## src/oldq_pkg.sv

```systemverilog
// Shared types for the ordered list engine: operation and status codes,
// controller states and the command/status structs between controller and datapath.
// No dependencies.
package oldq_pkg;

  localparam int IN_BITS  = 80;  // tdata width of the input channel
  localparam int OUT_BITS = 80;  // tdata width of the result channel
  localparam int FIELD_BITS = 32;  // width of value and place fields on the ports

  typedef enum logic [2:0] {
    OP_APPEND       = 3'd0,
    OP_PREPEND      = 3'd1,
    OP_SEARCH_VALUE = 3'd2,
    OP_SEARCH_PAIR  = 3'd3,
    OP_PEEK         = 3'd4,
    OP_POP          = 3'd5,
    OP_DELETE       = 3'd6
  } op_t;

  typedef enum logic [2:0] {
    ST_OK       = 3'd0,
    ST_DUP      = 3'd1,
    ST_FULL     = 3'd2,
    ST_BADIDX   = 3'd3,
    ST_NOTFOUND = 3'd4
  } status_t;

  typedef enum logic [2:0] {
    S_IDLE,
    S_SCAN,
    S_INS_CHK,
    S_SHIFT_UP,
    S_SHIFT_DN,
    S_PEEK_RD,
    S_PEEK_WT,
    S_FIN
  } state_t;

  typedef enum logic [1:0] {
    RP_ZERO,
    RP_LEN,
    RP_PEEK,
    RP_HIT
  } rp_sel_t;

  typedef struct packed {
    logic    capture;
    logic    issue;
    logic    dir_down;
    logic    rp_load;
    rp_sel_t rp_sel;
    logic    wr_shift;
    logic    wr_new;
    logic    len_inc;
    logic    len_dec;
    logic    res_load;
    logic    out_load;
    status_t code;
  } dp_cmd_t;

  typedef struct packed {
    op_t  in_op;
    logic in_chk;
    logic pos_ok;
    op_t  cur_op;
    logic cur_chk;
    logic match;
    logic qv;
    logic more_up;
    logic more_dn;
    logic full;
    logic out_free;
  } dp_stat_t;

endpackage

```

## src/oldq_ctrl.sv

```systemverilog
// Controller state machine for the ordered list engine.
// Depends on oldq_pkg; drives the datapath only through dp_cmd_t.
module oldq_ctrl
  import oldq_pkg::*;
(
  input  logic     clk,
  input  logic     rst,
  input  logic     s_tvalid,
  output logic     s_tready,
  input  dp_stat_t stat,
  output dp_cmd_t  cmd
);

  state_t  state, state_next;
  status_t code, code_next;

  // state and pending status code
  always_ff @(posedge clk) begin
    if (rst) begin
      state <= S_IDLE;
      code  <= ST_OK;
    end else begin
      state <= state_next;
      code  <= code_next;
    end
  end

  // next state and commands
  always_comb begin
    state_next = state;
    code_next  = code;
    cmd        = '0;
    cmd.code   = code;
    s_tready   = 1'b0;
    case (state)
      S_IDLE: begin
        s_tready = 1'b1;
        if (s_tvalid) begin
          cmd.capture = 1'b1;
          cmd.rp_load = 1'b1;
          cmd.rp_sel  = RP_ZERO;
          code_next   = ST_OK;
          case (stat.in_op)
            OP_APPEND, OP_PREPEND: begin
              state_next = stat.in_chk ? S_SCAN : S_INS_CHK;
            end
            OP_SEARCH_VALUE, OP_SEARCH_PAIR, OP_DELETE: begin
              state_next = S_SCAN;
            end
            OP_PEEK, OP_POP: begin
              cmd.rp_sel = RP_PEEK;
              if (stat.pos_ok) begin
                state_next = S_PEEK_RD;
              end else begin
                code_next  = ST_BADIDX;
                state_next = S_FIN;
              end
            end
            default: state_next = S_FIN;
          endcase
        end
      end
      S_SCAN: begin
        if (stat.match) begin
          case (stat.cur_op)
            OP_APPEND, OP_PREPEND: begin
              code_next  = ST_DUP;
              state_next = S_FIN;
            end
            OP_DELETE: begin
              cmd.rp_load = 1'b1;
              cmd.rp_sel  = RP_HIT;
              state_next  = S_SHIFT_DN;
            end
            default: state_next = S_FIN;
          endcase
        end else if (!stat.qv && !stat.more_up) begin
          case (stat.cur_op)
            OP_APPEND, OP_PREPEND: state_next = S_INS_CHK;
            default: begin
              code_next  = ST_NOTFOUND;
              state_next = S_FIN;
            end
          endcase
        end else begin
          cmd.issue = 1'b1;
        end
      end
      S_INS_CHK: begin
        if (stat.full) begin
          code_next  = ST_FULL;
          state_next = S_FIN;
        end else if (stat.cur_op == OP_APPEND) begin
          cmd.wr_new  = 1'b1;
          cmd.len_inc = 1'b1;
          state_next  = S_FIN;
        end else begin
          cmd.rp_load = 1'b1;
          cmd.rp_sel  = RP_LEN;
          state_next  = S_SHIFT_UP;
        end
      end
      // move entries one place toward the bottom, walking upward
      S_SHIFT_UP: begin
        cmd.dir_down = 1'b1;
        if (!stat.qv && !stat.more_dn) begin
          cmd.wr_new  = 1'b1;
          cmd.len_inc = 1'b1;
          state_next  = S_FIN;
        end else begin
          cmd.issue    = 1'b1;
          cmd.wr_shift = 1'b1;
        end
      end
      // close the gap left by a removed entry
      S_SHIFT_DN: begin
        if (!stat.qv && !stat.more_up) begin
          cmd.len_dec = 1'b1;
          state_next  = S_FIN;
        end else begin
          cmd.issue    = 1'b1;
          cmd.wr_shift = 1'b1;
        end
      end
      S_PEEK_RD: begin
        cmd.issue  = 1'b1;
        state_next = S_PEEK_WT;
      end
      S_PEEK_WT: begin
        cmd.res_load = 1'b1;
        if (stat.cur_op == OP_POP) begin
          cmd.rp_load = 1'b1;
          cmd.rp_sel  = RP_HIT;
          state_next  = S_SHIFT_DN;
        end else begin
          state_next = S_FIN;
        end
      end
      S_FIN: begin
        if (stat.out_free) begin
          cmd.out_load = 1'b1;
          state_next   = S_IDLE;
        end
      end
      default: state_next = S_IDLE;
    endcase
  end

endmodule

```

## src/oldq_dp.sv

```systemverilog
// Datapath of the ordered list engine: entry memory, walk pointer, compare
// stage, list length and the result register. Depends on oldq_pkg.
module oldq_dp
  import oldq_pkg::*;
#(
  parameter int DEPTH      = 64,
  parameter int VALUE_BITS = 32
) (
  input  logic                clk,
  input  logic                rst,
  input  logic [IN_BITS-1:0]  s_tdata,
  input  dp_cmd_t             cmd,
  output dp_stat_t            stat,
  output logic                m_tvalid,
  input  logic                m_tready,
  output logic [OUT_BITS-1:0] m_tdata
);

  localparam int AW = (DEPTH > 1) ? $clog2(DEPTH) : 1;
  localparam int LW = $clog2(DEPTH + 1);
  localparam int PW = ((LW > 7) ? LW : 7) + 2;

  // entry storage
  logic [VALUE_BITS-1:0] mem_v [DEPTH];
  logic [FIELD_BITS-1:0] mem_p [DEPTH];
  logic [VALUE_BITS-1:0] rd_v;
  logic [FIELD_BITS-1:0] rd_p;

  logic [LW-1:0]         len;
  logic [LW-1:0]         rp;
  logic [AW-1:0]         qi;
  logic                  qv;
  op_t                   cur_op;
  logic                  cur_chk;
  logic                  use_place;
  logic [VALUE_BITS-1:0] item_v;
  logic [FIELD_BITS-1:0] item_p;
  logic [FIELD_BITS-1:0] res_v;
  logic [FIELD_BITS-1:0] res_p;
  logic                  out_valid;
  logic [OUT_BITS-1:0]   out_data;

  // input fields
  op_t                   in_op;
  logic [FIELD_BITS-1:0] in_val;
  logic [FIELD_BITS-1:0] in_place;
  logic                  in_chk;
  logic                  in_mplace;
  logic [6:0]            in_pos;
  logic [95:0]           in_ext;
  logic [VALUE_BITS-1:0] in_sv;

  assign in_op     = op_t'(s_tdata[2:0]);
  assign in_val    = s_tdata[34:3];
  assign in_place  = s_tdata[66:35];
  assign in_chk    = s_tdata[67];
  assign in_mplace = s_tdata[68];
  assign in_pos    = s_tdata[75:69];
  assign in_ext    = {{64{in_val[FIELD_BITS-1]}}, in_val};
  assign in_sv     = in_ext[VALUE_BITS-1:0];

  // peek/pop index from the signed position
  logic signed [PW-1:0] pos_s;
  logic signed [PW-1:0] len_s;
  logic signed [PW-1:0] pos_sum;
  logic                 pos_ok;
  logic [AW-1:0]        pos_idx;

  assign pos_s   = PW'(signed'(in_pos));
  assign len_s   = signed'(PW'(len));
  assign pos_sum = len_s + pos_s;
  assign pos_ok  = in_pos[6] ? (pos_sum >= 0) : (pos_s < len_s);
  assign pos_idx = in_pos[6] ? AW'(pos_sum) : AW'(pos_s);

  // walk pointer and read address
  logic          issue_go;
  logic [AW-1:0] rd_addr;
  logic          more_up;
  logic          more_dn;

  assign more_up  = rp < len;
  assign more_dn  = rp != '0;
  assign issue_go = cmd.issue && (cmd.dir_down ? more_dn : more_up);
  assign rd_addr  = cmd.dir_down ? AW'(rp - LW'(1)) : AW'(rp);

  always_ff @(posedge clk) begin
    if (cmd.rp_load) begin
      case (cmd.rp_sel)
        RP_ZERO: rp <= '0;
        RP_LEN:  rp <= len;
        RP_PEEK: rp <= LW'(pos_idx);
        RP_HIT:  rp <= LW'(qi) + LW'(1);
        default: rp <= '0;
      endcase
    end else if (issue_go) begin
      rp <= cmd.dir_down ? rp - LW'(1) : rp + LW'(1);
    end
    qi <= rd_addr;
  end

  always_ff @(posedge clk) begin
    if (rst) begin
      qv <= 1'b0;
    end else begin
      qv <= issue_go;
    end
  end

  // memory read and write
  logic [AW-1:0] wr_addr;
  always_comb begin
    if (cmd.wr_shift) begin
      wr_addr = cmd.dir_down ? qi + AW'(1) : qi - AW'(1);
    end else begin
      wr_addr = (cur_op == OP_PREPEND) ? '0 : AW'(len);
    end
  end

  always_ff @(posedge clk) begin
    rd_v <= mem_v[rd_addr];
    rd_p <= mem_p[rd_addr];
    if (cmd.wr_shift && qv) begin
      mem_v[wr_addr] <= rd_v;
      mem_p[wr_addr] <= rd_p;
    end else if (cmd.wr_new) begin
      mem_v[wr_addr] <= item_v;
      mem_p[wr_addr] <= item_p;
    end
  end

  // latched item
  always_ff @(posedge clk) begin
    if (cmd.capture) begin
      cur_op    <= in_op;
      cur_chk   <= in_chk;
      use_place <= (in_op == OP_SEARCH_PAIR) ||
                   (((in_op == OP_APPEND) || (in_op == OP_PREPEND)) && in_mplace);
      item_v    <= in_sv;
      item_p    <= in_place;
    end
  end

  // list length
  always_ff @(posedge clk) begin
    if (rst) begin
      len <= '0;
    end else if (cmd.len_inc) begin
      len <= len + LW'(1);
    end else if (cmd.len_dec) begin
      len <= len - LW'(1);
    end
  end

  // peeked entry, sign-extended from the stored width
  logic [VALUE_BITS+63:0] rd_ext;
  assign rd_ext = {{64{rd_v[VALUE_BITS-1]}}, rd_v};

  always_ff @(posedge clk) begin
    if (cmd.capture) begin
      res_v <= '0;
      res_p <= '0;
    end else if (cmd.res_load) begin
      res_v <= rd_ext[FIELD_BITS-1:0];
      res_p <= rd_p;
    end
  end

  // result register
  always_ff @(posedge clk) begin
    if (rst) begin
      out_valid <= 1'b0;
    end else if (cmd.out_load) begin
      out_valid <= 1'b1;
    end else if (m_tready) begin
      out_valid <= 1'b0;
    end
  end

  always_ff @(posedge clk) begin
    if (cmd.out_load) begin
      out_data <= {6'b0, 7'(len), res_p, res_v, cmd.code};
    end
  end

  assign m_tvalid = out_valid;
  assign m_tdata  = out_data;

  // status to the controller
  assign stat.in_op    = in_op;
  assign stat.in_chk   = in_chk;
  assign stat.pos_ok   = pos_ok;
  assign stat.cur_op   = cur_op;
  assign stat.cur_chk  = cur_chk;
  assign stat.match    = qv && (rd_v == item_v) && (!use_place || (rd_p == item_p));
  assign stat.qv       = qv;
  assign stat.more_up  = more_up;
  assign stat.more_dn  = more_dn;
  assign stat.full     = len == LW'(DEPTH);
  assign stat.out_free = !out_valid || m_tready;

endmodule

```

## src/ordered_list_deque_engine.sv

```systemverilog
// Ordered list engine: a list of up to DEPTH (value, place) entries with
// append, prepend, search, peek, pop and delete, one result item per input item.
//
// Input channel s_*: one operation item per handshake. Result channel m_*:
// one status item per operation, held in an output register until taken.
// An item is accepted only while the engine is idle; the result of the
// previous item may still be waiting on m_* at that time.
// An append without duplicate check writes the new entry directly and a
// peek reads one entry; a search or duplicate check walks the list at one
// entry per cycle, and a prepend, pop or delete shifts the entries behind
// the insert or removal point at one entry per cycle through the entry
// memory. The slowest item is a checked prepend into a list of DEPTH - 1
// entries, which walks the whole list and then shifts every entry.
// The memory walk dominates; the next item is taken once the result is
// registered and the output register is free.
// Reset empties the list (length zero) and clears the result valid flag;
// the entry memory is not cleared since only entries below the length
// are ever read. A stalled receiver holds the result and the engine then
// waits with the finished result before returning to idle.
// Depends on oldq_pkg, oldq_ctrl, oldq_dp.
module ordered_list_deque_engine
  import oldq_pkg::*;
#(
  parameter int DEPTH      = 64,
  parameter int VALUE_BITS = 32
) (
  input  logic                clk,
  input  logic                rst,
  input  logic                s_tvalid,
  output logic                s_tready,
  // operation[2:0], item_value[34:3], item_place[66:35], check_duplicate[67],
  // match_place[68], position[75:69], zero[79:76]
  input  logic [IN_BITS-1:0]  s_tdata,
  output logic                m_tvalid,
  input  logic                m_tready,
  // status[2:0], result_value[34:3], result_place[66:35], entry_count[73:67],
  // zero[79:74]
  output logic [OUT_BITS-1:0] m_tdata
);

  dp_cmd_t  cmd;
  dp_stat_t stat;

  oldq_ctrl u_ctrl (
    .clk      (clk),
    .rst      (rst),
    .s_tvalid (s_tvalid),
    .s_tready (s_tready),
    .stat     (stat),
    .cmd      (cmd)
  );

  oldq_dp #(
    .DEPTH      (DEPTH),
    .VALUE_BITS (VALUE_BITS)
  ) u_dp (
    .clk      (clk),
    .rst      (rst),
    .s_tdata  (s_tdata),
    .cmd      (cmd),
    .stat     (stat),
    .m_tvalid (m_tvalid),
    .m_tready (m_tready),
    .m_tdata  (m_tdata)
  );

endmodule

```

## config.mk

```make
export PLATFORM = sky130hd
export DESIGN_NAME = ordered_list_deque_engine
export DESIGN_NICKNAME = d
export VERILOG_FILES = /design/src/oldq_pkg.sv /design/src/oldq_ctrl.sv /design/src/oldq_dp.sv /design/src/ordered_list_deque_engine.sv
export SDC_FILE = /design/constraint.sdc
export NUM_CORES = 2
export LEC_CHECK = 0
export BUFFER_PORTS_ARGS = -buffer_cell sky130_fd_sc_hd__buf_2
export CAP_MARGIN = 20
export CELL_PAD_IN_SITES_DETAIL_PLACEMENT = 0
export CELL_PAD_IN_SITES_GLOBAL_PLACEMENT = 1
export CORE_UTILIZATION = 40
export DETAILED_ROUTE_END_ITERATION = 8
export PLACE_DENSITY_LB_ADDON = 0.1
export SETUP_SLACK_MARGIN = 0.5
export SKIP_CTS_REPAIR_TIMING = 1
export SLEW_MARGIN = 0
export SYNTH_ARGS = -nofsm -noshare
export SYNTH_HDL_FRONTEND = slang
export SYNTH_HIERARCHICAL = 1
export SYNTH_SLANG_ARGS = --single-unit
```

## constraint.sdc

```tcl
create_clock -name clk -period 12.9 [get_ports clk]
set_input_delay 1.935 -clock clk [delete_from_list [all_inputs] [get_ports clk]]
set_output_delay 1.935 -clock clk [all_outputs]
set_load 0.1 [all_outputs]
```

==> summary.md <==
| Metric | Value |
|---|---|
| P_sw | `0.0196 W` |
| # Max-Cap Violations | `0` |
| Pwr/cell area | `244 nW/um^2` |
| Initial Utilization | `0.403` |
| Clock transition at path regs | `60 ps` |
| Internal power | `0.0353 W` |
| Number of warnings reported in the yosys synthesis log | `6` |
| Sort of element at the start of the critical path | `flop` |
| Maximum VDD drop | `275 uV` |
| Clock Tree Buf Depth | `4` |
| Clock tree from TritonCTS | `built` |
| Commonest cells after routing, fill and taps aside | `edfxtp_1, mux4_2, mux2i_1` |
| Outcome | `completed` |
| Highest cell delay on the worst timing path | `800 ps` |
| Worst-path maximum fanout | `29` |
| Worst setup skew after layout | `76.1 ps` |
| Slew @ Worst Pin | `1260 ps` |
| Average cell area after synthesis | `20.1 sq um` |
| Slew margin rel. | `0.163` |
| Fraction of layout instances using a drive strength above 1 | `0.322` |
| Drt via density | `6.48` |
| Number of antenna violations at the first check in global routing | `34` |
| PnR worst setup slack | `5350 ps` |
| Total number of H-tree levels | `5` |
| Number of vias after detailed routing | `111630` |
| Critical path type | `flop to flop` |
| Summed instance area of the synthesized netlist | `199000 sq um` |
| Combinational share of power | `0.414` |
| Arrival time reported for the critical path endpoint | `8160 ps` |
| DPL Wire Length | `362000 um` |
| Clock latency on the worst-skew pair | `1040 ps` |
| Die H | `708 um` |
| Clock share of power | `0.242` |
| Kind of capture point of the worst setup path | `flop` |
| Width of the die | `708 um` |
| Filler Cells Inserted | `41550` |
| RSZ-0062 raised after global routing | `false` |
| First-pass iteration count of the detailed router | `5` |
| Maximum achievable frequency | `132 MHz` |
| Total Neg Setup Slack | `0 ps` |
| Cell with the largest stage delay on the worst path | `buf_4` |
| Worst slack, placed | `5240 ps` |
| Global-route total usage across every layer | `0.262` |
| Post-route clock period utilization | `0.585` |
| Area Growth Syn to Fin | `12.7%` |
| Final hold violations | `0` |
| Final setup violation count | `0` |
| Final Max Slew Viols | `0` |
| Rows | `258` |
| Final routed wirelength across all metal layers | `666000 um` |
| Leakage | `72.0 nW` |
| Nets@finish | `10290` |
| Most common library cell in the layout ignoring fill and taps | `edfxtp_1` |
| Most used cell along the critical path | `inv_1` |
| Final Util | `0.454` |
| List of cells traversed by the critical path | `inv_1 > ha_1 > a21o_1 > a21o_1 > a21oi_1 > o21ai_0 > nor2_1 > or2_1 > a32oi_4 > inv_1 > inv_1 > a31oi_1 > nor2b_1 > nand3_1 > nand2b_1 > nor2_4 > buf_4 > buf_4` |
| Largest net degree at the start of global routing | `119` |
| Critical path required time | `13520 ps` |
| Worst hold-check path type | `flop to flop` |
| Buffer cell driving the clock tree root | `clkbuf_16` |
| Number of DRC markers in iteration 0 | `13300` |
| Power share of the sequential group | `0.344` |
| Switching part of the total | `0.357` |
| Global-route wire length before repair | `917000 um` |
| Final critical path time including I/O delays and setup | `7550 ps` |
| CTS Sinks | `4394` |
| Post-Synthesis Cells | `9925` |
| Routed Antenna Nets | `0` |
| Remaining global-route overflow | `0` |
| Number of I/O port buffers | `155` |
| Average routed wire per standard cell | `38.7 um` |
| Number of buffers created by CTS | `478` |
| Number of global-route vias before repair | `113864` |
| Final weighted congestion in routability-driven placement | `0.751` |
| Area of the core region | `495000 sq um` |
| DRC | `0` |
| DIE AREA | `501000 sq um` |
| Number of top-level pins | `166` |
## critical path, delay by kind of cell, from the launching register on
kind            cells  cell delay [ps]
buf+inv             5             2480
simple gates        6             2220
compound gates      6             1290
flops               1              680
fa+ha+maj           1              350
## final timing paths
path         slack (ps)                           end  cells after the start                   startpoint
max reg2reg        5350  u_dp/mem_v[22][14]$_DFFE_PP_                     18     u_dp/len[1]$_SDFFE_PP0P_
min reg2reg         430    u_dp/m_tdata[30]$_DFFE_PP_                      0  u_dp/res_v[27]$_SDFFE_PP0P_
min                 430    u_dp/m_tdata[30]$_DFFE_PP_                      0  u_dp/res_v[27]$_SDFFE_PP0P_
max                5350  u_dp/mem_v[22][14]$_DFFE_PP_                     18     u_dp/len[1]$_SDFFE_PP0P_
## stage by stage
| step | hold WS (ps) | total power [W] | area (sq um) | cells |
|---|---|---|---|---|
| floorplan | 408 | 0.0346 | 199000 | 9930 |
| global placement | 421 | 0.0413 | 208000 | 16262 |
| detailed placement | 414 | 0.0416 | 209000 | 16270 |
| CTS | 433 | 0.0549 | 223000 | 17152 |
| global route | 443 | 0.0570 | 225000 | 17208 |
| finish | 432 | 0.0549 | 225000 | 17214 |
## area by class of cell
class                           count  area, sq um  area share
Sequential cell                  4394       130000       0.581
Multi-Input combinational cell   4712        65600       0.292
Timing Repair Buffer              549         5110      0.0228
Clock inverter                    226         1940     0.00863
Clock buffer                      656        13000      0.0579
Tap cell                         6630         8300      0.0369
Inverter                           38          163    0.000724
Antenna cell                        9         22.5    0.000100
## sequential cells by signal, indices dropped and copies added (netlist names)
register        flops
u_dp/mem_p       2048
u_dp/mem_v       2048
u_dp/m_tdata       74
u_dp/item_p        32
u_dp/item_v        32
u_dp/rd_p          32
u_dp/rd_v          32
u_dp/res_p         32
u_dp/res_v         32
u_dp/len            7
u_dp/rp             7
u_dp/qi             6
u_ctrl/code         3
u_ctrl/state        3
u_dp/cur_op         3
u_dp/m_tvalid       1
u_dp/qv             1
u_dp/use_place      1
## power by group through the flow
stage	Sequential [W]	Combinational (W)	Clock, W
CTS	0.0190	0.0224	0.0135
global route	0.0189	0.0240	0.0140
floorplan	0.0188	0.0158	0
finish	0.0189	0.0227	0.0133
detailed placement	0.0193	0.0224	0
global placement	0.0193	0.0220	0
## metal layers
metal  vias to the layer above  track usage  wire [um]
met5                         -            0          0
met2                      5059        0.426     319000
li1                      43595            -          -
met3                      1018       0.0419      52800
met4                         0       0.0794      22100
met1                     61958        0.364     272000
(Power assumes the default switching activity.)
